File: src/rtl/sialu_pkg.sv
// Package for the signed integer ALU with divide and remainder.
// Holds word types, operation and status codes, and the per-stage control struct.
// Depends on nothing; every other rtl file imports it.
package sialu_pkg;

    // Default datapath width
    localparam int DATA_WIDTH_DEF = 32;

    // Operation codes carried in the kind field
    typedef enum logic [2:0] {
        KIND_ADD = 3'd0,
        KIND_SUB = 3'd1,
        KIND_DIV = 3'd2,
        KIND_MUL = 3'd3,
        KIND_REM = 3'd4
    } kind_t;

    // Result status codes
    typedef enum logic [1:0] {
        STATUS_OK       = 2'd0,
        STATUS_DIV_ZERO = 2'd1,
        STATUS_REM_ZERO = 2'd2
    } status_t;

    // Input word
    typedef struct packed {
        logic signed [31:0] operand_a;
        logic signed [31:0] operand_b;
        logic        [2:0]  kind;
    } in_word_t;

    // Result word
    typedef struct packed {
        logic signed [31:0] value;
        logic        [1:0]  status;
    } out_word_t;

    // Control that rides along the cell chain with each word
    typedef struct packed {
        kind_t   op;
        logic    negate;
        status_t status;
    } ctrl_t;

endpackage

File: src/rtl/sialu_cell.sv
// One cell of the signed ALU chain: a restoring divide step or a
// shift-and-add multiply step, registered, handed to the next cell.
// Depends on sialu_pkg.
module sialu_cell
    import sialu_pkg::*;
#(
    parameter int DATA_WIDTH = DATA_WIDTH_DEF
) (
    input  logic                  aclk,
    input  logic                  aresetn,
    input  logic                  en,
    input  logic                  in_valid,
    input  logic [DATA_WIDTH-1:0] in_acc,
    input  logic [DATA_WIDTH-1:0] in_work,
    input  logic [DATA_WIDTH-1:0] in_opnd,
    input  ctrl_t                 in_ctrl,
    output logic                  out_valid,
    output logic [DATA_WIDTH-1:0] out_acc,
    output logic [DATA_WIDTH-1:0] out_work,
    output logic [DATA_WIDTH-1:0] out_opnd,
    output ctrl_t                 out_ctrl
);

    logic [DATA_WIDTH:0]   trial;
    logic [DATA_WIDTH:0]   diff;
    logic                  fits;

    logic                  valid_reg;
    logic [DATA_WIDTH-1:0] acc_reg;
    logic [DATA_WIDTH-1:0] work_reg;
    logic [DATA_WIDTH-1:0] opnd_reg;
    ctrl_t                 ctrl_reg;

    logic [DATA_WIDTH-1:0] acc_next;
    logic [DATA_WIDTH-1:0] work_next;
    logic [DATA_WIDTH-1:0] opnd_next;

    // Shift the next dividend bit into the partial remainder and trial-subtract
    assign trial = {in_acc, in_work[DATA_WIDTH-1]};
    assign diff  = trial - {1'b0, in_opnd};
    assign fits  = (trial >= {1'b0, in_opnd});

    always_comb begin
        if (in_ctrl.op == KIND_DIV || in_ctrl.op == KIND_REM) begin
            // divide: remainder in acc, quotient bits shift into work
            acc_next  = fits ? diff[DATA_WIDTH-1:0] : trial[DATA_WIDTH-1:0];
            work_next = {in_work[DATA_WIDTH-2:0], fits};
            opnd_next = in_opnd;
        end else begin
            // multiply: add shifted multiplicand on each multiplier bit
            acc_next  = in_work[0] ? (in_acc + in_opnd) : in_acc;
            work_next = in_work >> 1;
            opnd_next = in_opnd << 1;
        end
    end

    // Hold cell control
    always_ff @(posedge aclk) begin
        if (!aresetn) begin
            valid_reg <= 1'b0;
        end else if (en) begin
            valid_reg <= in_valid;
        end
    end

    // Advance cell payload
    always_ff @(posedge aclk) begin
        if (en) begin
            acc_reg  <= acc_next;
            work_reg <= work_next;
            opnd_reg <= opnd_next;
            ctrl_reg <= in_ctrl;
        end
    end

    assign out_valid = valid_reg;
    assign out_acc   = acc_reg;
    assign out_work  = work_reg;
    assign out_opnd  = opnd_reg;
    assign out_ctrl  = ctrl_reg;

endmodule

File: config.mk
export PLATFORM = sky130hd
export DESIGN_NAME = sialu_cell
export DESIGN_NICKNAME = d
export VERILOG_FILES = /design/src/rtl/sialu_pkg.sv /design/src/rtl/sialu_cell.sv
export SDC_FILE = /design/constraint.sdc
export NUM_CORES = 1
export LEC_CHECK = 0
export ABC_AREA = 1
export BUFFER_PORTS_ARGS = -buffer_cell sky130_fd_sc_hd__buf_4
export CORE_UTILIZATION = 52
export CTS_BUF_LIST = sky130_fd_sc_hd__clkbuf_8
export DETAILED_ROUTE_END_ITERATION = 16
export PLACE_DENSITY = 0.79
export SLEW_MARGIN = 20
export SYNTH_ARGS = -nofsm -noshare
export SYNTH_HDL_FRONTEND = slang
export SYNTH_SLANG_ARGS = --single-unit
File: constraint.sdc
create_clock -name aclk -period 1.9 [get_ports aclk]
set_clock_uncertainty 0.1 [all_clocks]
set_input_delay 0.095 -clock aclk [delete_from_list [all_inputs] [get_ports aclk]]
set_output_delay 0.095 -clock aclk [all_outputs]
set_load 0.01 [all_outputs]
# Word-level counts from Yosys, hierarchy flattened
# Cells that the tools add are included.
[op_classes]
n_addsub = 2
order_cmp = 1
n_eq_ne = 2
muxes = 5
n_reduce_logical = 1
[op_table]
columns = ["operator", "count"]
rows = [
  ["32-bit 2-to-1 mux", 4],
  ["33-bit by 32-bit greater-or-equal comparator with 1-bit output", 1],
  ["32-bit adder", 1],
  ["32-bit subtractor", 1],
  ["31-bit 2-to-1 mux", 1],
  ["3-bit by 2-bit equality test with 1-bit output (second input constant)", 1],
  ["3-bit equality test (second input constant)", 1],
  ["1-bit logical OR", 1],
]
[word_totals]
regBits = 103
out_inout_bits = 103
wordCells = 20

# Longest topological paths before layout
# Gate-level depths: netlist of the first run.
[logic_depth]
depth_word = 3
ltp_mapped = 16

# Worst setup path before layout of the first run
# OpenSTA, ideal clock, no wires.
[synth_timing]
path_type = "input port to flip-flop"
from = "in in_acc[0]"
to = "reg acc_reg[28] (netlist: out_acc[28]) (data pin)"
setup_time_ns = 0.257
t_arrival_ns = 1.489
required_time_ns = 1.543
path_slack_ns = 0.054
cell_stages = 13
path_buffers = 0
cell_sequence = "ha_1 -> inv_1 -> fa_1 -> inv_1 -> nand3_1 -> nand3_1 -> nand3_1 -> nand2_1 -> nand2_1 -> nand3_1 -> nand3_1 -> nand2_1 -> nand3_2"
[synth_between]
elab_chain_cells = 3
word_cells_on_any_way = 6
cone_classes = "2 x add/sub; 1 x order compare; 3 x mux"
[synth_lines]
columns = ["element", "line_no", "text"]
rows = [
  ["start, declared", "sialu_cell.sv:13", "input logic [DATA_WIDTH-1:0] in_acc,"],
  ["32-bit adder, or another cell as far along", "sialu_cell.sv:51", "acc_next = in_work[0] ? (in_acc + in_opnd) : in_acc;"],
  ["32-bit 2-to-1 mux (on tied branches)", "sialu_cell.sv:51, sialu_cell.sv:46", ""],
  ["32-bit 2-to-1 mux (*)", "sialu_cell.sv:44", "if (in_ctrl.op == KIND_DIV || in_ctrl.op == KIND_REM) begin"],
  ["named net acc_next[28]", "sialu_cell.sv:34", "logic [DATA_WIDTH-1:0] acc_next;"],
  ["end signal, assigned", "sialu_cell.sv:69", "acc_reg <= acc_next;"],
  ["end, declared", "sialu_cell.sv:29", "logic [DATA_WIDTH-1:0] acc_reg;"],
]
# Mark *: on every way through the listed nets, which the timed path passes. The rest lies on a longest branch.
# A chain may end at the register's enable or synchronous reset.

# Worst setup path in the final report of the first run
[layout_timing]
from = "in in_work[31]"
to = "reg acc_reg[10] (netlist: out_acc[10]) (data pin)"
[layout_between]
elab_chain_cells = 3
word_cells_on_any_way = 4
cone_classes = "1 x add/sub; 1 x order compare; 2 x mux"
[layout_lines]
columns = ["element", "line_no", "text"]
rows = [
  ["start, declared", "sialu_cell.sv:14", "input logic [DATA_WIDTH-1:0] in_work,"],
  ["32-bit subtractor / 33-bit by 32-bit greater-or-equal comparator with 1-bit output (equally long branches)", "sialu_cell.sv:40, sialu_cell.sv:41", ""],
  ["32-bit 2-to-1 mux (*)", "sialu_cell.sv:46", "acc_next = fits ? diff[DATA_WIDTH-1:0] : trial[DATA_WIDTH-1:0];"],
  ["32-bit 2-to-1 mux (*)", "sialu_cell.sv:44", ""],
  ["named net acc_next[10]", "sialu_cell.sv:34", ""],
]
# Marked as above.

==> metrics.txt, run 1 <==
outcome complete, but fails checks; failing checks setup timing; Final Critical Period 2.04 ns; Placed Instances around 2300; Area growth syn-to-layout 54.9%; Starting Density 0.534; FILL cells 1116; total negative slack -1.66 ns; commonest cells after routing, fill and taps aside nand2_1, buf_4, inv_1, nor2_1, edfxtp_1; commonest non-fill, non-tap cell in the layout nand2_1; M1 WL 17100 um; number of global-route vias before repair between 10000 and 15000; startpoint types input pin; fraction of registers with async set or reset after synthesis 0; Nets 2258; WHS Path Cells 4; DR vias/cell 5.78; synthesized area per cell 6.44 um2; dpl hpwl 30900 um; clock slew at reported path FFs 0.12 ns; DR top layer met4; VDD IR max 0.474 mV; FF-to-FF End out_valid$_SDFFE_PN0P_; Syn Inst Count 1563; WP data required between 2 and 2.5 ns; row cnt 50; Crit path arrival time roughly 2.2 ns; max_cap viols 0; Root Buffer clkbuf_8; share of cells above drive strength 1 0.312; R2R Path Start out_valid$_SDFFE_PN0P_; period utilisation layout 1.07; CP Class input pin to flop; port bufs 208; Setup Viol. Count Final 29; hold path endpoint out_opnd[12]$_DFFE_PP_; Yosys cell types 37; Max Fclk 490 MHz; Residual DRC 0; die height 141 um; pin slew with the least headroom to its limit ~0.52 ns; core area 18800 um2; final hold vios 0; Final Max Tran Viols 0; Final ANT Viol Nets 0; Slew headroom 0.652; r2r worst-path depth 3; clk_lat worst skew 0.41 ns; Crit Path Max Fanout 3; largest net degree at the start of global routing 61; Hold/Removal Path Class input pin to flop; total CTS buffers 9; unrepaired setup endpoints after global routing true; pre-CTS setup slack -0.476 ns; TritonCTS clock tree built; Crit. End Element flop; H-tree levels 3; post-synthesis register bit count 103; Power Density approximately 570 nW/um2; clk buf depth 2; Syn. warnings 0; Die Area 19900 um2; hold_sp in_opnd[11]; final setup margin -0.140 ns; drt first pass iters 6; register-to-register setup slack 0.59 ns; die width 141 um; GRT Overall Usage 0.422; WL met2 21400 um; total grt overflow 0; first-pass GRT wire length roughly 64000 um; RD Place Congestion roughly 0.97; Static Leak approximately 0.0084 uW; antenna violations before repair 2; Synth Cell Area 10100 um2; IO Pins 209; Met3 Wirelength 6520 um; Main synth FF type edfxtp_1; Initial DRC Count 2016; Post-synth EDFFs 102; final wirelength 48900 um; Synthesized Nets 1734; DR WL/cell between 20 and 25 um; non-filler cells, final 2354; sequential share of the synthesized area 0.306; CTS Sinks 103; total number of vias 13600
## cell type report
cell class                      instances  area, um2  area share
Sequential cell                       103       3080       0.198
Inverter                              283       1070      0.0690
Timing Repair Buffer                  551       4580       0.294
Antenna cell                            2       5.00    0.000321
Clock buffer                            9        124     0.00795
Clock inverter                          7       66.3     0.00425
Tap cell                              260        325      0.0209
Multi-Input combinational cell       1139       6330       0.406
## what timing repair did
item,in CTS,in global routing
pin swaps,0,10
gates cloned,0,4
gates resized for setup,3,121
hold buffers,78,0
endpoints found under the hold margin,66,0
buffers inserted,0,5
setup endpoints to repair,2,35
## worst max-delay path, cell delays in order
cell,delay [ns]
buf_4,0.09
inv_1,0.07
ha_4,0.18
fa_1,0.42
inv_1,0.14
nand2_1,0.08
nand3_1,0.20
nand2_1,0.16
nand2_1,0.21
buf_4,0.15
xor2_1,0.19
nand3_2,0.12
nand3_1,0.12
## synth_stat cells (all sizes together), types with 2 or more instances
library cell  number  area, um2
a21oi             39        195
nand2            603       2310
nand3            132        831
nor2             148        576
nand4             35        219
o21ai             57        285
fa                 2       40.0
nor3               7       46.3
xor2              25        219
ha                63        788
clkbuf            19       71.3
edfxtp           102       3060
o21bai             2       15.0
a21o               3       22.5
inv              283       1060
xnor2              5       43.8
nand3b             5       37.5
buf               20        138
and2               8       50.1
## state kept, by name (all words and copies together), names as in the netlist
| signal | cells |
|---|---|
| out_acc | 32 |
| out_opnd | 32 |
| out_work | 32 |
| out_ctrl | 6 |
| out_valid | 1 |
## metrics by stage
stage	cell area, um2	hold WS (ns)	total power (uW)	utilization
2_1_floorplan	10100	0.0885	4690	-
3_3_place_gp	13900	0.177	6470	0.737
3_5_place_dp	13900	0.178	6560	0.737
4_1_cts	14900	0.0000956	8120	0.789
5_1_grt	15600	0.0245	9110	0.828
6_report	15600	0.0197	8850	0.828
## report_power, final
group / internal (uW) / total [uW] / switching [uW]
logic: 1910 / 4370 / 2450
clock network: 510 / 1560 / 1050
registers: 2810 / 2920 / 110
## layer usage
layer | GRT usage | vias to the layer above
li1 | - | 5950
met1 | 0.523 | 6062
met2 | 0.691 | 1250
met3 | 0.0866 | 354
met4 | 0.221 | 0
met5 | 0 | -
## cells by family after synthesis
kind of cell / synth area share
adders and majority gates: 0.0823
and+or+nand+nor: 0.406
DFF: 0.306
buffers and inverters: 0.126
AOI/OAI and AO/OA: 0.0530
xor gates and xnor gates: 0.0261
## worst max path at each step
| stage | depth (start not counted) | end | start | slack [ns] |
|---|---|---|---|---|
| floorplan | 13 | out_acc[28]$_DFFE_PP_ | in_acc[0] | 0.05 |
| global placement | 15 | out_acc[28]$_DFFE_PP_ | in_opnd[0] | -0.43 |
| detailed placement | 15 | out_acc[28]$_DFFE_PP_ | in_opnd[0] | -0.48 |
| CTS | 13 | out_acc[11]$_DFFE_PP_ | in_opnd[16] | 0.009 |
| global route | 14 | out_acc[1]$_DFFE_PP_ | in_opnd[6] | -0.25 |
| finish | 13 | out_acc[10]$_DFFE_PP_ | in_work[31] | -0.14 |
Power figures use the tool's default switching activity.
==> run 2: changes to the inputs <==
--- a/config.mk
+++ b/config.mk
@@ -7,10 +7,12 @@
 export LEC_CHECK = 0
 export ABC_AREA = 1
 export BUFFER_PORTS_ARGS = -buffer_cell sky130_fd_sc_hd__buf_4
-export CORE_UTILIZATION = 52
+export CELL_PAD_IN_SITES_DETAIL_PLACEMENT = 2
+export CELL_PAD_IN_SITES_GLOBAL_PLACEMENT = 2
+export CORE_UTILIZATION = 28
 export CTS_BUF_LIST = sky130_fd_sc_hd__clkbuf_8
 export DETAILED_ROUTE_END_ITERATION = 16
-export PLACE_DENSITY = 0.79
+export PLACE_DENSITY_LB_ADDON = 0.1
 export SLEW_MARGIN = 20
 export SYNTH_ARGS = -nofsm -noshare
 export SYNTH_HDL_FRONTEND = slang
==> metrics.txt, run 2 (synthesis results as in run 1) <==
outcome complete, but fails checks (unchanged); failing checks setup timing (unchanged); total grt overflow 0 (unchanged); Power Density 563 nW/um2 (was 568 nW/um2); Crit Path Max Fanout 4 (was 3); die height 192 um (was 141 um); WP data required 2.00 ns (was 2.08 ns); CP Class input pin to flop (unchanged); Critical path buffers and inverters 3 (was 4); total number of vias 12900 (was 13600); Root Buffer clkbuf_8 (unchanged); Hold/Removal Path Class input pin to flop (unchanged); max_cap viols 0 (unchanged); drt first pass iters 5 (was 6); largest net degree at the start of global routing 64 (was 61); commonest cells after routing, fill and taps aside nand2_1, buf_4, inv_1, nor2_1, edfxtp_1 (unchanged); unrepaired setup endpoints after global routing true (unchanged); Slew headroom 0.677 (was 0.652); number of global-route vias before repair 13800 (was 12000); first-pass GRT wire length 80800 um (was 63700 um); period utilisation layout 1.03 (was 1.07); IO Pins 209 (unchanged); commonest non-fill, non-tap cell in the layout nand2_1 (unchanged); CTS Sinks 103 (unchanged); clk buf depth 2 (unchanged); DR WL/cell 23.7 um (was 20.8 um); Crit. End Element flop (unchanged); Crit path arrival time 2.06 ns (was 2.22 ns); die width 192 um (was 141 um); Max Fclk 510 MHz (was 490 MHz); TritonCTS clock tree built (unchanged); Nets 2285 (was 2258); slowest stage cell on the critical path nand3b_1 (was fa_1); final hold vios 0 (unchanged); CP max stage delay 0.33 ns (was 0.42 ns); final wirelength 61100 um (was 48900 um); GRT Overall Usage 0.297 (was 0.422); Final Max Tran Viols 0 (unchanged); RD Place Congestion 0.886 (was 0.974); GRT busiest layer met2 (unchanged); share of cells above drive strength 1 0.328 (was 0.312); met3 GRT Util 0.0263 (was 0.0866); met1 Use GR 0.341 (was 0.523); CP delay by family, top simple AND/OR/NAND/NOR gates (unchanged); port bufs 208 (unchanged); clk_lat worst skew 0.46 ns (was 0.41 ns); Final ANT Viol Nets 0 (unchanged); startpoint types input pin (unchanged); H-tree levels 3 (unchanged); DR vias/cell 5.00 (was 5.78); clock slew at reported path FFs 0.14 ns (was 0.12 ns); Placed Instances 2456 (was 2250); Residual DRC 0 (unchanged); non-filler cells, final 2580 (was 2354); Starting Density 0.284 (was 0.534); Antenna Cells 0 (was 2); M2 GR Usage 0.565 (was 0.691); Final Critical Period 1.96 ns (was 2.04 ns); core area 35500 um2 (was 18800 um2); Die Area 36700 um2 (was 19900 um2); pin slew with the least headroom to its limit 0.479 ns (was 0.523 ns); Area growth syn-to-layout 61.9% (was 54.9%); CP dominant cell by count nand2_1 (unchanged); crit-path cells buf_4 > ha_4 > nand2_1 > nand2_1 > buf_4 > nand2_1 > nand2_1 > nand3b_1 > buf_4 > xor2_1 > o21ai_1 > nand3_1 (was buf_4 > inv_1 > ha_4 > fa_1 > inv_1 > nand2_1 > nand3_1 > nand2_1 > nand2_1 > buf_4 > xor2_1 > nand3_2 > nand3_1); total CTS buffers 9 (unchanged); Hold WS 0.0246 ns (was 0.0197 ns); final setup margin -0.0602 ns (was -0.140 ns); antenna violations before repair 0 (was 2); Setup Viol. Count Final 5 (was 29); VDD IR max 0.431 mV (was 0.474 mV); dpl hpwl 42000 um (was 30900 um); row cnt 69 (was 50); Initial DRC Count 651 (was 2016); Static Leak 0.00852 uW (was 0.00835 uW)
run 2: final timing paths:
check,start,endpoint,slack [ns],cells past startpoint
max,in_acc[6],out_acc[9]$_DFFE_PP_,-0.06,12
min,in_opnd[14],out_opnd[14]$_DFFE_PP_,0.02,3
max reg2reg,out_valid$_SDFFE_PN0P_,out_valid$_SDFFE_PN0P_,0.54,3
min reg2reg,out_valid$_SDFFE_PN0P_,out_valid$_SDFFE_PN0P_,1.07,3
run 2: layout make-up:
type	instances	area, um2
timing repair buffer	578	4880
multi-input combinational	1139	6520
sequential	103	3080
fill	4128	19200
tap	461	577
clock inverter	7	50.0
inverter	283	1070
clock buffer	9	124
run 2: what timing repair did:
action / CTS / global route
hold buffers: 87 / 0
endpoints found under the hold margin: 92 / 0
cloned: 2 / 4
buffers inserted: 2 / 14
endpoints found under the setup margin: 11 / 39
pin swaps: 3 / 30
gates resized for setup: 24 / 146
run 2: routing by layer:
layer / vias up / part of all wire
met1: 6393 / 0.40
met5: - / 0
li1: 5986 / -
met3: 142 / 0.034
met2: 375 / 0.51
met4: 0 / 0.050
run 2: worst reg2reg max path: stages (launching register included):
cell           delay [ns]
dfxtp_1              0.34
o21ai_0              0.21
a21oi_1              0.06
dlygate4sd3_1        0.56
run 2: report_power, final:
| group | internal [uW] | switching, uW |
|---|---|---|
| registers | 2810 | 143 |
| logic | 2030 | 2610 |
| clock network | 484 | 1100 |
run 2: per-stage QoR:
stage	setup TNS [ns]	cell area [um2]	util	setup slack (ns)	power, uW
detailed placement	-15.80	14200	0.399	-0.729	6860
global placement	-13.73	14200	0.399	-0.702	6690
floorplan	0	10100	-	0.0544	4690
CTS	-0.00148	15400	0.433	-0.00148	8570
finish	-0.117	16300	0.459	-0.0602	9180
global route	-1.29	16300	0.459	-0.114	9590
