File: src/rtl/sialu_pkg.sv
// Package for the signed integer ALU with divide and remainder.
// Holds word types, operation and status codes, and the per-stage control struct.
// Depends on nothing; every other rtl file imports it.
package sialu_pkg;

    // Default datapath width
    localparam int DATA_WIDTH_DEF = 32;

    // Operation codes carried in the kind field
    typedef enum logic [2:0] {
        KIND_ADD = 3'd0,
        KIND_SUB = 3'd1,
        KIND_DIV = 3'd2,
        KIND_MUL = 3'd3,
        KIND_REM = 3'd4
    } kind_t;

    // Result status codes
    typedef enum logic [1:0] {
        STATUS_OK       = 2'd0,
        STATUS_DIV_ZERO = 2'd1,
        STATUS_REM_ZERO = 2'd2
    } status_t;

    // Input word
    typedef struct packed {
        logic signed [31:0] operand_a;
        logic signed [31:0] operand_b;
        logic        [2:0]  kind;
    } in_word_t;

    // Result word
    typedef struct packed {
        logic signed [31:0] value;
        logic        [1:0]  status;
    } out_word_t;

    // Control that rides along the cell chain with each word
    typedef struct packed {
        kind_t   op;
        logic    negate;
        status_t status;
    } ctrl_t;

endpackage

File: src/rtl/sialu_prep.sv
// Front stage of the signed ALU: fits operands to the datapath width and
// loads the initial cell state (add/sub result, multiplier or divider seed).
// Depends on sialu_pkg.
module sialu_prep
    import sialu_pkg::*;
#(
    parameter int DATA_WIDTH = DATA_WIDTH_DEF
) (
    input  logic                  aclk,
    input  logic                  aresetn,
    input  logic                  en,
    input  logic                  in_valid,
    input  in_word_t              in_word,
    output logic                  out_valid,
    output logic [DATA_WIDTH-1:0] out_acc,
    output logic [DATA_WIDTH-1:0] out_work,
    output logic [DATA_WIDTH-1:0] out_opnd,
    output ctrl_t                 out_ctrl
);

    logic [63:0]           a_ext;
    logic [63:0]           b_ext;
    logic [DATA_WIDTH-1:0] a_w;
    logic [DATA_WIDTH-1:0] b_w;
    logic                  a_neg;
    logic                  b_neg;
    logic [DATA_WIDTH-1:0] a_mag;
    logic [DATA_WIDTH-1:0] b_mag;
    logic                  b_zero;

    logic                  valid_reg;
    logic [DATA_WIDTH-1:0] acc_reg;
    logic [DATA_WIDTH-1:0] work_reg;
    logic [DATA_WIDTH-1:0] opnd_reg;
    ctrl_t                 ctrl_reg;

    logic [DATA_WIDTH-1:0] acc_next;
    logic [DATA_WIDTH-1:0] work_next;
    logic [DATA_WIDTH-1:0] opnd_next;
    ctrl_t                 ctrl_next;

    // Sign-extend to 64 bits, then keep the datapath width
    assign a_ext  = 64'(in_word.operand_a);
    assign b_ext  = 64'(in_word.operand_b);
    assign a_w    = a_ext[DATA_WIDTH-1:0];
    assign b_w    = b_ext[DATA_WIDTH-1:0];
    assign a_neg  = a_w[DATA_WIDTH-1];
    assign b_neg  = b_w[DATA_WIDTH-1];
    assign a_mag  = a_neg ? (~a_w + DATA_WIDTH'(1)) : a_w;
    assign b_mag  = b_neg ? (~b_w + DATA_WIDTH'(1)) : b_w;
    assign b_zero = (b_w == '0);

    // Seed the chain per operation
    always_comb begin
        acc_next         = '0;
        work_next        = '0;
        opnd_next        = '0;
        ctrl_next.op     = KIND_ADD;
        ctrl_next.negate = 1'b0;
        ctrl_next.status = STATUS_OK;
        case (in_word.kind)
            KIND_ADD: begin
                acc_next = a_w + b_w;
            end
            KIND_SUB: begin
                ctrl_next.op = KIND_SUB;
                acc_next     = a_w - b_w;
            end
            KIND_MUL: begin
                ctrl_next.op = KIND_MUL;
                work_next    = b_w;
                opnd_next    = a_w;
            end
            KIND_DIV: begin
                ctrl_next.op     = KIND_DIV;
                work_next        = a_mag;
                opnd_next        = b_mag;
                ctrl_next.negate = a_neg ^ b_neg;
                ctrl_next.status = b_zero ? STATUS_DIV_ZERO : STATUS_OK;
            end
            KIND_REM: begin
                ctrl_next.op     = KIND_REM;
                work_next        = a_mag;
                opnd_next        = b_mag;
                ctrl_next.negate = a_neg;
                ctrl_next.status = b_zero ? STATUS_REM_ZERO : STATUS_OK;
            end
            default: begin
                // unknown kinds give zero with ok status
                acc_next = '0;
            end
        endcase
    end

    // Hold stage control
    always_ff @(posedge aclk) begin
        if (!aresetn) begin
            valid_reg <= 1'b0;
        end else if (en) begin
            valid_reg <= in_valid;
        end
    end

    // Advance stage payload
    always_ff @(posedge aclk) begin
        if (en) begin
            acc_reg  <= acc_next;
            work_reg <= work_next;
            opnd_reg <= opnd_next;
            ctrl_reg <= ctrl_next;
        end
    end

    assign out_valid = valid_reg;
    assign out_acc   = acc_reg;
    assign out_work  = work_reg;
    assign out_opnd  = opnd_reg;
    assign out_ctrl  = ctrl_reg;

endmodule

File: config.mk
export PLATFORM = sky130hd
export DESIGN_NAME = sialu_prep
export DESIGN_NICKNAME = d
export VERILOG_FILES = /design/src/rtl/sialu_pkg.sv /design/src/rtl/sialu_prep.sv
export SDC_FILE = /design/constraint.sdc
export NUM_CORES = 1
export LEC_CHECK = 0
export ABC_AREA = 1
export BUFFER_PORTS_ARGS = -buffer_cell sky130_fd_sc_hd__buf_2
export CAP_MARGIN = 20
export CORE_MARGIN = 1
export CORE_UTILIZATION = 53
export CTS_BUF_LIST = sky130_fd_sc_hd__clkbuf_2 sky130_fd_sc_hd__clkbuf_4 sky130_fd_sc_hd__clkbuf_8
export CTS_CLUSTER_SIZE = 14
export DETAILED_ROUTE_END_ITERATION = 12
export GPL_TIMING_DRIVEN = 0
export PLACE_DENSITY = 0.79
export SYNTH_ARGS = -nofsm -noshare
export SYNTH_HDL_FRONTEND = slang
export SYNTH_SLANG_ARGS = --single-unit
File: constraint.sdc
create_clock -name aclk -period 3.4 [get_ports aclk]
set_input_delay 0.51 -clock aclk [delete_from_list [all_inputs] [get_ports aclk]]
set_output_delay 0.51 -clock aclk [all_outputs]
set_load 0.005 [all_outputs]
**Word-level counts from Yosys, hierarchy flattened**

Index checks and enable logic that the tools add are counted.
W data, S select, Z words.

- Add/sub/neg operators: 4
- $mul: 0
- Div/mod/pow operators: 0
- $lt $le $gt $ge: 0
- Eq/ne operators: 4
- Shifts and indexed selects: 0
- Multiplexer cells: 9
- Bitwise gates (word level): 3
- Reductions and logical operators: 3

Operator list:

| operator | count |
|---|---|
| $pmux W32 S2 | 3 |
| $add A32 B1 Y32 const B | 2 |
| $mux W32 | 2 |
| $not A32 Y32 | 2 |
| $add A32 B32 Y32 | 1 |
| $logic_not A32 Y1 | 1 |
| $sub A32 B32 Y32 | 1 |
| $pmux W3 S4 | 1 |
| $eq A3 B2 Y1 const B | 2 |
| $pmux W3 S2 | 1 |
| $eq A3 B1 Y1 const B | 1 |
| $eq A3 B3 Y1 const B | 1 |
| $logic_not A3 Y1 | 1 |
| $mux W2 | 1 |
| $reduce_or A2 Y1 | 1 |
| $mux W1 | 1 |
| $xor A1 B1 Y1 | 1 |

- Register bits: 103
- Bits in latches: 0
- Bits in writable memories: 0
- Memory bits (read-only): 0
- Input bits: 71
- Output and inout bits: 103
- Word-level logic and storage cells: 30
- Memories: 0

**Depth between registers and ports, before layout**

Gate-level depths: netlist (run 1).

- Depth after elaboration: 4
- Depth in mapped cells: 21
- Mapped depth without buffers: 21

**Worst setup path after synthesis (run 1)**

OpenSTA, ideal clock, no wires.

- Path kind: input port to flip-flop
- Start point: in in_word[3] in the netlist's numbering
- End point: reg acc_reg[31], in the netlist out_acc[31], data pin
- Setup time: 255 ps
- Arrival: 2,631 ps
- Data required time: 3,145 ps
- Path slack: 514 ps
- Cell stages on the path: 18
- Buffers on the path: 0
- Cell sequence: inv_1 > ha_1 > nand4_1 > nor2_1 > nand3_1 > nand2_1 > nand2_1 > nand2_1 > o21ai_0 > ha_1 > nand2_1 > nor2_1 > inv_1 > nor3_1 > and2_1 > nand2_1 > a21oi_1 > nor2_1

- Longest elaborated chain between the ends: 2
- Elaborated cells between the ends (all ways): 3
- Classes of those cells: add/sub: 2; mux: 1

RTL lines:

| element | RTL line | source |
|---|---|---|
| start: declaration | sialu_prep.sv:13 | `input in_word_t in_word,` |
| $sub A32 B32 Y32 / $add A32 B32 Y32 (equally long branches) | sialu_prep.sv:67, sialu_prep.sv:63 |  |
| $pmux W32 S2 (*) | sialu_prep.sv:61 | `case (in_word.kind)` |
| end signal: assignment | sialu_prep.sv:107 | `acc_reg <= acc_next;` |
| end: declaration | sialu_prep.sv:32 | `logic [DATA_WIDTH-1:0] acc_reg;` |

Every way passes the cells marked *; elsewhere a longest branch is shown, timed or not.
A chain may end at the register's enable or synchronous reset.

**Worst setup path after layout (run 1)**

- Start point: in in_word[7] in the netlist's numbering
- End point: reg acc_reg[31], in the netlist out_acc[31], data pin

The elaborated chain is that of the path after synthesis.

==> results.yml, run 1 <==
job:
  max_cap_violations: 0
yosys:
  ys_types: 37
  ys.flop_type: "edfxtp_1"
  synth-seq-cells: 103
  syn_inst: 1325
  syn-cell-area_um2: 8750
  synth_area_per_cell_um2: 6.60
  yosysSeqAreaShare_pct: 35.2
  ys_top_cells_by_count: "439 x nand2_1, 194 x inv_1, 133 x nor2_1"
  synth_nets: 1431
  yosys.area.top_type_share_pct: 35.0
  synthMostInstantiatedCell: "nand2_1"
  ys_async_sr_fraction_pct: 0
  synth_top_area_cell: "edfxtp_1"
  yosysWarnings: 0
  synth_edf_count: 102
  netlist_top_cells_area: "edfxtp_1 35%, nand2_1 19%, inv_1 8.3%, nand3_1 6.2%, nor2_1 5.7%"
sta:
  worstMarginPinSlew_ns: 0.752
  setup_viol: 0
  fmaxAchievable_mhz: 314
  min_period_ns: 3.19
  rsz0062_at_grt: "no"
  maxSlewViolCount: 0
  hold_viol_final: 0
  max_slew_margin_pct: 49.9
  tns_ns: 0
  finalCritPeriodShare_pct: 93.7
  skew_ns: 0
min_path:
  worstHoldStart: "in_valid"
  hold_class: "in -> reg"
routing:
  wl_per_cell_um: 17.6
  vias: 9603
  routed_via_density: 5.54
  first_pass_iters: 6
  drc: 0
  dr.first_iter.drc_count: 1106
  routed_wl_um: 30400
  drt.antenna.violating_nets: 0
layout:
  nFillCells: 1562
  nNetsFinal: 1617
  diodes: 0
  design_area_um2: 10200
  layout-drive-gt1-share_pct: 15.6
  syn_to_final_growth_pct: 16.1
power_and_ir_drop:
  p_sw_mw: 1.25
  p_leak_nw: 5.10
  p_sw_share_pct: 35.8
  worst_ir_drop_vdd_mv: 0.223
  combPwrFrac_pct: 31.9
  power.density_nw_per_um2: 346
  power.internal_mw: 2.25
  p_seq_share_pct: 44.2
  clockPowerShare_pct: 23.8
setup_path:
  critical_path_peak_fanout: 6
  startpoint_type: "primary input"
  critPathRequiredTime_ns: 3.55
  end_kind: "register"
  cp-startpoint: "in_word[7]"
  worstPathArrival_ns: 3.33
  crit_type: "in -> reg"
  rr_startpoint: "out_valid$_SDFFE_PN0P_"
global_route:
  grt_max_degree: 62
  gr-total-overflow: 0
  grt_usage_pct: 36.1
  grt_pass1_wl_um: 45600
  antenna_found_initial: 0
  grt_pass1_vias: 8528
clocking:
  insertion_delay_ns: 0.39
  cts_buffers: 9
  clock_sinks: 103
  cts_hold_buf: 0
  clkTransAtPathRegs_ns: 0.11
  cts_tree: "built"
  ctsHtreeMaxLevel: 3
  cts-root-buf: "clkbuf_8"
  cts_max_path_buffers: 2
floorplan:
  core_area_um2: 16000
  num_rows: 46
  start_util_pct: 54.7
  fp.dieArea_um2: 17000
  dieHeight_um: 130
  die_w_um: 130
  ios: 174
placed_design:
  io_buffers: 172
  gp_congestion: 0.989
  hpwl_um: 24600
  placed_area_um2: 9910
status:
  status: "finished clean"
flip-flops by register name, indices dropped and copies added, names as in the netlist:
signal     flops
out_valid      1
out_ctrl       6
out_work      32
out_opnd      32
out_acc       32
power groups by stage:
stage / logic (mW) / clock network [mW] / registers, mW
floorplan: 0.627 / 0 / 1.60
global placement: 1.07 / 0 / 1.58
detailed placement: 1.09 / 0 / 1.58
CTS: 1.09 / 0.842 / 1.55
global route: 1.25 / 0.873 / 1.56
finish: 1.12 / 0.837 / 1.55
logic make-up (layout without fill, tap and decap cells):
family,count (synthesis),count (layout),synth area share (%)
AO/OA/AOI/OAI,191,191,11.5
AND/OR/NAND/NOR,745,745,35.7
buffers and inverters,230,421,10.3
XOR/XNOR,21,21,2.10
adder cells (fa/ha/maj),35,35,5.09
flip-flops,103,103,35.2
layer usage:
metal / routed length (µm) / share of wire (%) / track usage, %
met1: 12700 / 42 / 48.5
met2: 13600 / 45 / 58.2
met3: 3140 / 10 / 6.07
met4: 1020 / 3.4 / 13.9
met5: 0 / 0 / 0
cell type report:
cell class / count / area (µm²) / area share, %
multi-input cells: 992 / 4780 / 47.0
flip-flops and latches: 103 / 3080 / 30.4
repair buffers: 175 / 906 / 8.92
inverters: 197 / 739 / 7.28
well taps: 216 / 270 / 2.66
plain buffers: 33 / 165 / 1.63
clock buffers: 9 / 124 / 1.22
clock inverters: 7 / 90.1 / 0.887
worst max-delay path, cell delays in order:
cell     delay, ns
buf_2         0.11
inv_1         0.21
nand3_1       0.22
nor3_2        0.34
nand4_1       0.21
nand3_1       0.13
o21ai_0       0.14
ha_1          0.46
nand2_1       0.13
nor2_1        0.15
inv_1         0.10
nor3_2        0.20
and2_1        0.17
nand2_1       0.07
a21oi_1       0.12
nor2_1        0.07
layout by cell type (no fill, tap or decap), drive strengths merged, types with 15 or more instances in the layout:
cell type / count
a21oi: 77
buf: 193
clkbuf: 24
edfxtp: 102
ha: 34
inv: 199
nand2: 440
nand3: 110
nand4: 24
nor2: 142
nor3: 19
o21ai: 90
o22ai: 15
xor2: 20
metrics by stage:
step	instances	utilization [%]	hold WS (ns)	worst slack, ns	total power [mW]
after floorplan	1325	-	0.525	0.514	2.23
after global placement	1713	61.7	0.519	-0.448	2.65
after detailed placement	1714	61.9	0.536	-0.423	2.67
after CTS	1730	63.3	0.331	0.0458	3.49
after global routing	1732	63.5	0.345	0.00504	3.69
final	1732	63.5	0.334	0.215	3.51
final timing paths:
path / slack [ns] / endpoint / depth (start not counted)
hold reg to reg: 0.55 / out_valid$_SDFFE_PN0P_ / 2
hold / removal: 0.33 / out_valid$_SDFFE_PN0P_ / 3
setup reg to reg: 2.77 / out_valid$_SDFFE_PN0P_ / 2
setup / recovery: 0.21 / out_acc[31]$_SDFFCE_PN0P_ / 16
timing repair:
action,4_1_cts,5_1_grt
setup buffers,0,2
endpoints found under the setup margin,1,11
pin swaps,0,3
resized for setup,1,6
(Power assumes the default switching activity.)
==> run 2, diff against run 1 <==
--- a/config.mk
+++ b/config.mk
@@ -9,12 +9,12 @@
 export BUFFER_PORTS_ARGS = -buffer_cell sky130_fd_sc_hd__buf_2
 export CAP_MARGIN = 20
 export CORE_MARGIN = 1
-export CORE_UTILIZATION = 53
-export CTS_BUF_LIST = sky130_fd_sc_hd__clkbuf_2 sky130_fd_sc_hd__clkbuf_4 sky130_fd_sc_hd__clkbuf_8
+export CORE_UTILIZATION = 52
+export CTS_BUF_LIST = sky130_fd_sc_hd__clkbuf_8
 export CTS_CLUSTER_SIZE = 14
 export DETAILED_ROUTE_END_ITERATION = 12
 export GPL_TIMING_DRIVEN = 0
-export PLACE_DENSITY = 0.79
+export PLACE_DENSITY = 0.81
 export SYNTH_ARGS = -nofsm -noshare
 export SYNTH_HDL_FRONTEND = slang
 export SYNTH_SLANG_ARGS = --single-unit
==> constraint.sdc (replaced) <==
create_clock -name aclk -period 2.7 [get_ports aclk]
set_input_delay 0.405 -clock aclk [delete_from_list [all_inputs] [get_ports aclk]]
set_output_delay 0.405 -clock aclk [all_outputs]
set_load 0.005 [all_outputs]
==> run 2 against run 1 <==
The flow now finishes with violations (setup timing). Clock-buffer cell count unchanged. Core utilization increased by 5.1 points. Highest routed layer unchanged. Register-to-register slack got worse by 0.70 ns. Clock power increased by 14%. Clock skew unchanged. Critical path depth increased by 4. Critical endpoint unchanged. First-iteration DRC count decreased by 5.3%. Via count increased by 4.5%. Sequential power increased by 26%. Non-clock buffer count increased by 40. Final area increased by 12%. Flip-flop and latch count unchanged.
==> results.yml, run 2 (same netlist as run 1, synthesis figures left out) <==
routing:
  dr.first_iter.drc_count: 1047
  routed_wl_um: 32000
  routed_via_density: 5.65
  vias: 10037
  first_pass_iters: 6
  drc: 0
  drt.antenna.violating_nets: 0
  wl_per_cell_um: 18.0
floorplan:
  dieHeight_um: 132
  die_w_um: 132
  ios: 174
  start_util_pct: 52.9
  fp.dieArea_um2: 17300
  core_area_um2: 16500
  num_rows: 47
layout:
  diodes: 0
  mostFrequentLayoutCell: "nand2_1"
  instances_no_fill: 1776
  syn_to_final_growth_pct: 29.6
  layout-drive-gt1-share_pct: 29.6
  fin_util_pct: 68.6
  nNetsFinal: 1657
  nFillCells: 1440
  multi_input_area_um2: 5580
  ff_latch_area_um2: 3080
  final_cell_mix: "375 x nand2_1, 182 x buf_2, 171 x inv_1"
sta:
  finalWorstSetupSlack_ns: -0.110
  setup_viol: 5
  max_slew_margin_pct: 56.3
  finalCritPeriodShare_pct: 104
  rsz0062_at_grt: "yes"
  worstMarginPinSlew_ns: 0.656
  min_period_ns: 2.81
  hold_viol_final: 0
  skew_ns: 0
  fmaxAchievable_mhz: 356
  maxSlewViolCount: 0
setup_path:
  startpoint_type: "primary input"
  worstPathArrival_ns: 2.97
  crit_type: "in -> reg"
  critical_path_peak_fanout: 3
  reg2reg_to: "out_valid$_SDFFE_PN0P_"
  rr_startpoint: "out_valid$_SDFFE_PN0P_"
  end_kind: "register"
  cp-startpoint: "in_word[4]"
  reg2regPathDepth: 2
  reg2reg_slack_ns: 2.07
  critPathRequiredTime_ns: 2.86
placed_design:
  dpl.cell_count: 1718
  gp_congestion: 0.971
  hpwl_um: 24300
  io_buffers: 172
  place_ws_ns: -0.889
global_route:
  gr-total-overflow: 0
  grt_pass1_vias: 8846
  antenna_found_initial: 0
  grt_pass1_wl_um: 46400
  grt_max_degree: 61
  grt_usage_pct: 34.7
power_and_ir_drop:
  p_sw_mw: 1.75
  power.internal_mw: 2.89
  power_mw: 4.64
  power.density_nw_per_um2: 410
  p_sw_share_pct: 37.7
  worst_ir_drop_vdd_mv: 0.244
  p_seq_share_pct: 42.1
  p_leak_nw: 5.47
  combPwrFrac_pct: 37.3
  clockPowerShare_pct: 20.6
clocking:
  ctsHtreeMaxLevel: 3
  clkTransAtPathRegs_ns: 0.11
  cts-root-buf: "clkbuf_8"
  cts_max_path_buffers: 2
  cts_buffers: 9
  cts_tree: "built"
  cts_hold_buf: 0
  clock_sinks: 103
  insertion_delay_ns: 0.40
min_path:
  hold_class: "in -> reg"
  worstHoldStart: "in_valid"
  holdPathEnd: "out_valid$_SDFFE_PN0P_"
  min_path_cells: 3
status:
  status: "finished, violations left"
  violations: "setup timing"
job:
  max_cap_violations: 0
-- run 2: cell types whose count changed in the layout (fill, tap and decap cells not counted), sizes merged --
| cell | delta |
|---|---|
| buf | +40 |
| clkinv | +2 |
| inv | -5 |
| clkinvlp | +4 |
| bufinv | -1 |
-- run 2: power groups by stage --
stage | combinational [mW] | sequential [mW] | clock, mW
2_1_floorplan | 0.790 | 2.02 | 0
3_3_place_gp | 1.34 | 1.99 | 0
3_5_place_dp | 1.36 | 1.99 | 0
4_1_cts | 1.43 | 1.96 | 0.979
5_1_grt | 1.87 | 1.97 | 1.01
6_report | 1.73 | 1.95 | 0.957
-- run 2: timing repair --
| item | CTS | global route |
|---|---|---|
| hold endpoints to repair | 0 | 0 |
| pin swaps | 22 | 67 |
| setup endpoints to repair | 25 | 24 |
| buffers inserted | 12 | 30 |
| gates resized for setup | 51 | 217 |
-- run 2: worst max-delay path, cell delays in order --
cell and delay (ns):
buf_2 0.14, inv_4 0.08, ha_4 0.15, nand4_1 0.23, nor2_2 0.25, nand3_1 0.10, nand2_1 0.07, nand2_1 0.07
nand2_1 0.08, o21ai_2 0.08, ha_1 0.36, buf_6 0.16, a21oi_4 0.18, nand2_2 0.08, nand2_1 0.06, nand2_1 0.10
a21oi_2 0.17, nand3_1 0.09, nand2_1 0.08, nor2_1 0.05
-- run 2: metrics by stage --
stage | setup TNS (ns) | hold WS, ns | area, µm²
2_1_floorplan | 0 | 0.498 | 8760
3_5_place_dp | -18.47 | 0.536 | 9920
3_3_place_gp | -20.19 | 0.523 | 9890
5_1_grt | -1.43 | 0.222 | 11300
6_report | -0.234 | 0.216 | 11300
4_1_cts | -0.0219 | 0.211 | 10400
-- run 2: layer usage --
layer | track usage [%] | vias to the layer above | routed length [µm]
met2 | 55.5 | 615 | 14500
met1 | 45.9 | 4543 | 12900
met3 | 5.02 | 113 | 3010
met5 | 0 | - | 0
met4 | 17.8 | 0 | 1490
li1 | - | 4766 | -
-- run 2: area by class of cell --
| type | count | area share [%] |
|---|---|---|
| Inverter | 197 | 6.77 |
| Clock inverter | 7 | 0.574 |
| Multi-Input combinational cell | 992 | 49.2 |
| Sequential cell | 103 | 27.2 |
| Clock buffer | 9 | 1.09 |
| Tap cell | 220 | 2.43 |
| Timing Repair Buffer | 215 | 11.2 |
| Buffer | 33 | 1.51 |
-- run 2: worst max-delay path by stage --
stage	end	slack (ns)	cells past startpoint
floorplan	out_acc[31]$_SDFFCE_PN0P_	0.005	18
global placement	out_acc[31]$_SDFFCE_PN0P_	-0.97	15
detailed placement	out_acc[31]$_SDFFCE_PN0P_	-0.89	15
CTS	out_acc[31]$_SDFFCE_PN0P_	-0.01	19
global route	out_acc[31]$_SDFFCE_PN0P_	-0.21	19
finish	out_acc[31]$_SDFFCE_PN0P_	-0.11	20
==> run 3, diff against run 2 <==
--- a/config.mk
+++ b/config.mk
@@ -8,13 +8,14 @@
 export ABC_AREA = 1
 export BUFFER_PORTS_ARGS = -buffer_cell sky130_fd_sc_hd__buf_2
 export CAP_MARGIN = 20
-export CORE_MARGIN = 1
+export CORE_MARGIN = 2
 export CORE_UTILIZATION = 52
 export CTS_BUF_LIST = sky130_fd_sc_hd__clkbuf_8
 export CTS_CLUSTER_SIZE = 14
 export DETAILED_ROUTE_END_ITERATION = 12
 export GPL_TIMING_DRIVEN = 0
 export PLACE_DENSITY = 0.81
+export SLEW_MARGIN = 5
 export SYNTH_ARGS = -nofsm -noshare
 export SYNTH_HDL_FRONTEND = slang
 export SYNTH_SLANG_ARGS = --single-unit
==> run 3 against run 2 <==
The flow still finishes with violations (setup timing). Core utilization decreased by 1.1 points. Clock-buffer cell count did not move. Critical path depth shrank 1. Critical endpoint is now out_acc[27]$_SDFFCE_PN0P_.
==> results.yml, run 3 (same netlist as run 1, synthesis figures left out) <==
placed_design:
  io_buffers: 172
  placed_area_um2: 9920
  dpl.cell_count: 1718
  gp_congestion: 1.03
  hpwl_um: 24600
clocking:
  cts_tree: "built"
  cts_max_path_buffers: 2
  insertion_delay_ns: 0.39
  clock_sinks: 103
  cts_buffers: 9
  clkTransAtPathRegs_ns: 0.11
  cts-root-buf: "clkbuf_8"
  ctsHtreeMaxLevel: 3
power_and_ir_drop:
  power_mw: 4.64
  p_leak_nw: 5.50
  worst_ir_drop_vdd_mv: 0.293
  p_seq_share_pct: 42.2
  clockPowerShare_pct: 21.2
  combPwrFrac_pct: 36.6
  power.internal_mw: 2.90
  power.density_nw_per_um2: 416
  p_sw_mw: 1.74
  p_sw_share_pct: 37.5
layout:
  instances_no_fill: 1786
  fin_util_pct: 67.5
  final_cell_mix: "397 x nand2_1, 185 x buf_2, 178 x inv_1"
  nNetsFinal: 1666
  syn_to_final_growth_pct: 27.5
  design_area_um2: 11200
  multi_input_area_um2: 5350
  layout-drive-gt1-share_pct: 26.9
  nFillCells: 1432
  mostFrequentLayoutCell: "nand2_1"
  ff_latch_area_um2: 3080
floorplan:
  core_area_um2: 16500
  ios: 174
  fp.dieArea_um2: 17900
  die_w_um: 134
  dieHeight_um: 134
  start_util_pct: 52.9
  num_rows: 47
setup_path:
  crit_type: "in -> reg"
  reg2regPathDepth: 2
  reg2reg_to: "out_valid$_SDFFE_PN0P_"
  startpoint_type: "primary input"
  critPathRequiredTime_ns: 2.86
  end_kind: "register"
  critical_path_peak_fanout: 3
  reg2reg_slack_ns: 2.06
  rr_startpoint: "out_valid$_SDFFE_PN0P_"
  endpoint: "out_acc[27]$_SDFFCE_PN0P_"
  worstPathArrival_ns: 2.94
  cp-startpoint: "in_word[4]"
sta:
  rsz0062_at_grt: "yes"
  maxSlewViolCount: 0
  worstMarginPinSlew_ns: 0.665
  hold_viol_final: 0
  finalWorstSetupSlack_ns: -0.0830
  timing.hold.ws_ns: 0.223
  fmaxAchievable_mhz: 359
  skew_ns: 0
  max_slew_margin_pct: 55.7
  setup_viol: 4
  finalCritPeriodShare_pct: 103
  min_period_ns: 2.78
job:
  max_cap_violations: 0
status:
  violations: "setup timing"
  status: "finished, violations left"
routing:
  wl_met1_um: 12900
  dr.first_iter.drc_count: 1096
  first_pass_iters: 6
  top_layer_used: "met4"
  met2WireLength_um: 14700
  vias: 10038
  drt.antenna.violating_nets: 0
  routed_wl_um: 32300
  route.met3.wl_um: 3320
  drc: 0
  routed_via_density: 5.62
  wl_per_cell_um: 18.1
global_route:
  grt_max_degree: 61
  grt_pass1_vias: 8782
  antenna_found_initial: 1
  gr-total-overflow: 0
  grt_usage_pct: 34.4
  grt_pass1_wl_um: 47400
min_path:
  hold_class: "in -> reg"
  min_path_cells: 3
-- run 3: cell types whose count changed in the layout (fill, tap and decap cells not counted), sizes merged --
cell      before  now
clkbuf        24   23
diode          0    1
clkinv         4    6
buf          233  243
clkinvlp       6    3
inv          194  195
-- run 3: power groups by stage --
stage | Sequential [mW] | Clock, mW | Combinational [mW]
after floorplan | 2.02 | 0 | 0.790
after global placement | 1.99 | 0 | 1.34
after detailed placement | 1.99 | 0 | 1.37
after CTS | 1.96 | 0.997 | 1.45
after global routing | 1.97 | 1.04 | 1.84
final | 1.96 | 0.982 | 1.70
-- run 3: stage by stage --
step	worst slack, ns	TNS [ns]
finish	-0.0830	-0.220
global route	-0.169	-1.91
CTS	-0.0177	-0.0285
detailed placement	-0.857	-18.55
global placement	-0.931	-20.93
floorplan	0.00528	0
-- run 3: worst min path at each step --
stage / endpoint / slack (ns) / start
4_1_cts: out_valid$_SDFFE_PN0P_ / 0.21 / in_valid
3_5_place_dp: out_valid$_SDFFE_PN0P_ / 0.55 / out_valid$_SDFFE_PN0P_
2_1_floorplan: out_valid$_SDFFE_PN0P_ / 0.50 / en
3_3_place_gp: out_valid$_SDFFE_PN0P_ / 0.53 / out_valid$_SDFFE_PN0P_
5_1_grt: out_valid$_SDFFE_PN0P_ / 0.23 / in_valid
6_report: out_valid$_SDFFE_PN0P_ / 0.22 / in_valid
-- run 3: per-layer routing --
| metal | vias up | track usage (%) |
|---|---|---|
| met5 | - | 0 |
| met4 | 0 | 15.6 |
| met3 | 96 | 4.19 |
| met2 | 669 | 54.7 |
| met1 | 4492 | 47.0 |
| li1 | 4781 | - |
-- run 3: repair_timing --
item | CTS | global route
setup endpoints to repair | 26 | 24
pin swaps | 18 | 65
cloned | 0 | 0
resized for setup | 42 | 151
hold buffers | 0 | 0
buffers inserted | 26 | 25
-- run 3: final cells by class --
type / instances / share of cell area [%]
Clock buffer: 9 / 1.11
Inverter: 197 / 6.77
Buffer: 33 / 1.55
Sequential cell: 103 / 27.6
Tap cell: 220 / 2.47
Multi-Input combinational cell: 992 / 48.0
Timing Repair Buffer: 224 / 11.8
Antenna cell: 1 / 0.0224
Clock inverter: 7 / 0.684
-- run 3: worst max-delay path, stage by stage --
cell,delay (ns)
buf_4,0.14
inv_4,0.08
ha_4,0.15
nand4_1,0.21
nor2_2,0.27
nand3_1,0.11
nand2_1,0.08
nand2_2,0.06
nand2_1,0.07
o21ai_2,0.07
ha_1,0.36
nand2_2,0.11
nor2_4,0.13
inv_4,0.05
buf_4,0.13
nor3_2,0.19
nand2_2,0.11
a21oi_2,0.15
nor2_1,0.06
